===== config.mk =====
export PLATFORM = sky130hd
export DESIGN_NAME = smie_divider
export DESIGN_NICKNAME = d
export VERILOG_FILES = /design/src/design/smie_pkg.sv /design/src/design/smie_divider.sv
export SDC_FILE = /design/constraint.sdc
export NUM_CORES = 1
export LEC_CHECK = 0
export ABC_CLOCK_PERIOD_IN_PS = 4000
export BUFFER_PORTS_ARGS = -buffer_cell sky130_fd_sc_hd__buf_2
export CORE_UTILIZATION = 32
export CTS_CLUSTER_DIAMETER = 100
export DETAILED_ROUTE_END_ITERATION = 8
export MAX_ROUTING_LAYER = met4
export PLACE_DENSITY_LB_ADDON = 0.05
export SYNTH_ARGS = -nofsm -noshare
export SYNTH_HDL_FRONTEND = slang
export SYNTH_SLANG_ARGS = --single-unit

===== constraint.sdc =====
create_clock -name i_clk -period 4 [get_ports i_clk]
set_input_delay 0.2 -clock i_clk [delete_from_list [all_inputs] [get_ports i_clk]]
set_output_delay 0.2 -clock i_clk [all_outputs]
set_load 0.02 [all_outputs]

===== src/design/smie_pkg.sv =====
package smie_pkg;

    // Storage depths
    localparam int STACK_DEPTH = 2048;
    localparam int PROG_DEPTH  = 2048;
    localparam int STORE_DEPTH = 512;
    localparam int CALL_DEPTH  = 512;

    // Derived widths
    localparam int SP_W   = $clog2(STACK_DEPTH);
    localparam int PC_W   = $clog2(PROG_DEPTH);
    localparam int ST_W   = $clog2(STORE_DEPTH);
    localparam int CI_W   = $clog2(CALL_DEPTH);
    localparam int RP_W   = $clog2(CALL_DEPTH + 1);
    localparam int RA_W   = PC_W + 1;
    localparam int DATA_W = 32;
    localparam int OP_W   = 5;
    localparam int CH_W   = 9;
    localparam int PK_W   = 2;
    localparam int ERR_W  = 4;

    // Newline typed in is pushed as the null character
    localparam logic [CH_W-1:0]   CH_NEWLINE = CH_W'(10);
    localparam logic [DATA_W-1:0] CH_NULL    = '0;

    typedef enum logic [OP_W-1:0] {
        OP_NOP    = 5'd0,
        OP_PUSH   = 5'd1,
        OP_LOAD   = 5'd2,
        OP_STORE  = 5'd3,
        OP_J      = 5'd4,
        OP_CALL   = 5'd5,
        OP_JZ     = 5'd6,
        OP_JLEZ   = 5'd7,
        OP_JNZ    = 5'd8,
        OP_RET    = 5'd9,
        OP_POPC   = 5'd10,
        OP_ADD    = 5'd11,
        OP_SUB    = 5'd12,
        OP_MUL    = 5'd13,
        OP_DIV    = 5'd14,
        OP_MOD    = 5'd15,
        OP_EQ     = 5'd16,
        OP_NE     = 5'd17,
        OP_LT     = 5'd18,
        OP_LE     = 5'd19,
        OP_GT     = 5'd20,
        OP_GE     = 5'd21,
        OP_PRINTI = 5'd22,
        OP_PRINTC = 5'd23,
        OP_READC  = 5'd24,
        OP_POP    = 5'd25,
        OP_HALT   = 5'd26
    } t_op;

    typedef enum logic [ERR_W-1:0] {
        ERR_NONE       = 4'd0,
        ERR_BAD_OP     = 4'd1,
        ERR_STK_OVER   = 4'd2,
        ERR_STK_UNDER  = 4'd3,
        ERR_CALL_OVER  = 4'd4,
        ERR_CALL_UNDER = 4'd5,
        ERR_DIV_ZERO   = 4'd6,
        ERR_ADDR       = 4'd7,
        ERR_PC         = 4'd8
    } t_err;

    typedef enum logic [PK_W-1:0] {
        PK_NONE = 2'd0,
        PK_INT  = 2'd1,
        PK_CHAR = 2'd2
    } t_print;

    typedef enum logic [2:0] {
        S_CLEAR,
        S_IDLE,
        S_EXEC,
        S_DIV,
        S_COMMIT,
        S_OUT
    } t_state;

    typedef struct packed {
        logic              done;
        logic [DATA_W-1:0] quot;
        logic [DATA_W-1:0] rem;
    } t_div_out;

endpackage


===== src/design/smie_divider.sv =====
module smie_divider (
    input  logic                                i_clk,
    input  logic                                i_rst_n,
    input  logic                                i_start,
    input  logic signed [smie_pkg::DATA_W-1:0]  i_dividend,
    input  logic signed [smie_pkg::DATA_W-1:0]  i_divisor,
    output smie_pkg::t_div_out                  o_div
);
    import smie_pkg::*;

    localparam int CNT_W = $clog2(DATA_W);

    logic              r_busy;
    logic              r_done;
    logic [CNT_W-1:0]  r_cnt;
    logic [DATA_W:0]   r_rem;
    logic [DATA_W-1:0] r_quo;
    logic [DATA_W-1:0] r_den;
    logic              r_neg_q;
    logic              r_neg_r;

    logic [DATA_W:0]   w_shift;
    logic [DATA_W:0]   w_diff;

    // Shift in one dividend bit and trial-subtract the divisor
    assign w_shift = {r_rem[DATA_W-1:0], r_quo[DATA_W-1]};
    assign w_diff  = w_shift - {1'b0, r_den};

    // Control: one quotient bit per cycle
    always_ff @(posedge i_clk) begin
        if (!i_rst_n) begin
            r_busy <= 1'b0;
            r_done <= 1'b0;
            r_cnt  <= '0;
        end else if (i_start) begin
            r_busy <= 1'b1;
            r_done <= 1'b0;
            r_cnt  <= '0;
        end else if (r_busy) begin
            r_cnt <= r_cnt + 1'b1;
            if (r_cnt == CNT_W'(DATA_W - 1)) begin
                r_busy <= 1'b0;
                r_done <= 1'b1;
            end
        end else begin
            r_done <= 1'b0;
        end
    end

    // Datapath on magnitudes; signs fixed at the output
    always_ff @(posedge i_clk) begin
        if (i_start) begin
            r_quo   <= i_dividend[DATA_W-1] ? -i_dividend : i_dividend;
            r_den   <= i_divisor[DATA_W-1] ? -i_divisor : i_divisor;
            r_rem   <= '0;
            r_neg_q <= i_dividend[DATA_W-1] ^ i_divisor[DATA_W-1];
            r_neg_r <= i_dividend[DATA_W-1];
        end else if (r_busy) begin
            if (!w_diff[DATA_W]) begin
                r_rem <= w_diff;
                r_quo <= {r_quo[DATA_W-2:0], 1'b1};
            end else begin
                r_rem <= w_shift;
                r_quo <= {r_quo[DATA_W-2:0], 1'b0};
            end
        end
    end

    assign o_div.done = r_done;
    assign o_div.quot = r_neg_q ? -r_quo : r_quo;
    assign o_div.rem  = r_neg_r ? -r_rem[DATA_W-1:0] : r_rem[DATA_W-1:0];

endmodule


==> metrics <==
outcome=finished with violations; failing checks=design-rule violations; area share of fa/ha/maj cells after synthesis=5.75%; Worst Skew=0.0106 ns; hold_buf cts=0; largest family of logic cells by synthesized area=compound AO/OA/AOI/OAI gates; root buffer cell=clkbuf_16; Remaining DRCs=30; final worst slack=0.0723 ns; crit path max fanout=4; Pleak=3.88 nW; Clk pin slew, worst setup/hold paths=0.08 ns; ANT nets after route=0; I/O pins=132; Peak supply drop=143 µV; fraction of registers with async set/reset=0%; Setup violations, final=0; site row count=59; area of the mapped netlist=8620 µm²; worst slew pin tran=1.12 ns; Setup crit start kind=register; WL per Instance=16.5 µm; kind of critical path=reg2out; Mapped Cells=1025; final hold vios=0; syn nets=1131; Die Wd=166 µm; Num CTS Buffers=9; Syn. warnings=0; Via Count=7633; Hold Crit Class=in2reg; GR Util met2=27.2%; relative slew slack=25.4%; largest net degree at the start of global routing=57; min cycle time layout=3.93 ns; Final Max Slew Viols=0; nature of the critical path endpoint=output pin; Synth cell types=64; CP arrival=3.73 ns; reg-to-reg startpoint=r_rem[8]; global route hottest layer=met2; I/O Buffers=131; core area=26300 µm²; Max Cap Violations=0; DIE AREA=27600 µm²; CTS tree=done; Crit Reg-Reg Endpoint=r_rem[4]; register area share after synthesis=32.0%; compound-gate portion of the synthesized area=20.7%; Post-Synth Simple-Gate Area=19.2%; gpl congestion=0.835; Hold Path Stages=2; Synth-to-Final Area Change=16.0%; number of synthesized flops with an enable pin=66; PD cells=350 nW/µm²; GR Util met1=26.1%; Clock Sinks=105; reg2reg path depth=11; hold path startpoint=i_rst_n; Fin Setup TNS=0 ns; vias in the first global route=7222; Total GRT Usage=18.1%; Initial Utilization=32.8%; Die H=166 µm; Total Routed Length=24400 µm; GR Util met3=1.79%; drt first pass iters=7; mux cell area share after synthesis=2.93%; first-pass GRT wire length=38900 µm; DR iter-0 viols=543; Vias/cell=5.16; total number of H-tree levels=3; post-synthesis register bit count=105; Worst Hold Path EP=r_busy; fin crit share=98.2%; worst-skew pair later-pin latency=0.36 ns; layout cells sized above 1=16.4%; FF-to-FF setup slack=0.51 ns; RSZ-0062 raised after global routing=yes; Overflow after GRT=0; Critical Path RT=3.80 ns; pre-CTS WS=0.361 ns; Fmax=255 MHz; Main synth FF type=edfxtp_1; Clock Path Buffers=2; NumNets Final=1243; mean post-synth cell area=8.41 µm²; XOR/XNOR share of the synthesized area=14.7%; DP HPWL=18900 µm; antenna violations before repair=0
==> registers in the layout, indices dropped and copies added, names as in the netlist <==
name,flops
r_busy,1
r_cnt,5
r_den,32
r_done,1
r_neg_q,1
r_neg_r,1
r_quo,32
r_rem,32
==> synthesized netlist by cell type, drive strengths merged (22+ instances only) <==
master	n	area, µm²
xor2	38	333
a211oi	22	165
nand2	83	312
or3	32	210
a21oi	67	335
clkbuf	41	154
mux2i	23	230
edfxtp	66	1980
o31ai	33	275
ha	38	475
o21ai	80	400
nand3	25	125
dfxtp	39	781
inv	51	191
xnor2	107	937
nor2	92	345
==> metrics by stage <==
step	utilization [%]	hold slack [ns]	instances	area [µm²]	power, mW
detailed placement	36.7	0.452	1457	9640	2.59
floorplan	-	0.299	1025	8620	2.20
global placement	36.7	0.447	1457	9640	2.60
global route	38.1	0.0879	1477	10000	3.70
CTS	37.9	0.0702	1476	9960	3.53
finish	38.1	0.0758	1478	10000	3.50
==> layout make-up <==
| type | count | area (µm²) |
|---|---|---|
| diodes | 1 | 2.50 |
| clock buffers | 10 | 229 |
| clock inverters | 6 | 66.3 |
| fillers | 2731 | 16300 |
| inverters | 52 | 195 |
| multi-input cells | 818 | 5500 |
| flip-flops and latches | 105 | 2760 |
| well taps | 335 | 419 |
| repair buffers | 151 | 828 |
==> report_power, final <==
| part | switching [mW] | internal, mW | total (mW) | leakage (nW) |
|---|---|---|---|---|
| clock network | 0.433 | 0.488 | 0.921 | 0.137 |
| logic | 0.730 | 0.479 | 1.21 | 2.78 |
| registers | 0.108 | 1.26 | 1.37 | 0.966 |
==> placed cells by master (no fill, tap or decap), types with 3 or more instances in the layout <==
cell / netlist / layout
nand2_1: 83 / 83
mux2i_1: 23 / 23
nor2b_1: 4 / 4
nor4_1: 10 / 9
dfxtp_1: 39 / 39
or3_1: 30 / 29
a31oi_1: 4 / 4
o31ai_1: 31 / 31
or3_4: 2 / 3
buf_4: 5 / 23
a221o_1: 3 / 3
nand3b_1: 4 / 4
edfxtp_1: 66 / 66
xnor2_1: 107 / 107
a21oi_1: 67 / 67
nor3b_1: 5 / 5
or2_2: 5 / 5
clkbuf_16: 0 / 9
o41ai_1: 15 / 14
a21boi_0: 3 / 3
o21bai_1: 5 / 5
o21ai_1: 4 / 4
inv_1: 51 / 51
nor3_1: 19 / 19
o21a_1: 6 / 6
buf_2: 1 / 127
a21o_1: 12 / 12
nand4_1: 10 / 10
and2_1: 6 / 6
and3_1: 3 / 3
or4_1: 12 / 11
o211ai_1: 7 / 7
nand2b_1: 15 / 15
o21ai_0: 76 / 76
xor2_1: 38 / 38
a211oi_1: 22 / 22
nor2_1: 92 / 92
or4_4: 2 / 3
ha_1: 38 / 38
nand3_1: 25 / 25
==> how the worst max path moves through the flow <==
stage	start	to	depth (start not counted)
finish	r_quo[10]	o_div[61]	9
global route	r_quo[10]	o_div[61]	9
CTS	r_quo[10]	o_div[61]	9
detailed placement	r_quo[10]	o_div[60]	9
global placement	r_quo[10]	o_div[62]	9
floorplan	r_quo[10]	o_div[61]	8
==> what timing repair did <==
item / 4_1_cts / 5_1_grt
endpoints found under the setup margin: 4 / 7
buffers inserted: 3 / 1
pin swaps: 0 / 1
gates resized for setup: 1 / 7
==> cell families after synthesis <==
logic type,Yosys count
adder cells (fa/ha/maj),39
AND/OR/NAND/NOR,333
flip-flops,105
multiplexers,25
buffers and inverters,102
XOR/XNOR,145
AO/OA/AOI/OAI,276
==> per-layer routing <==
metal,part of all wire [%],vias to the layer above
li1,-,3957
met1,52,3500
met2,43,162
met3,4.2,14
met4,1.0,0
met5,0,-
==> worst max-delay path, cell delays in order (launching register included) <==
cell      delay, ns
edfxtp_1       0.40
or4_4          0.55
or3_4          0.35
or3_1          0.37
or4_4          0.46
or3_4          0.36
or3_4          0.38
o31ai_4        0.18
xnor2_1        0.13
buf_2          0.18
Note: power is estimated with default switching activity, not from simulation.
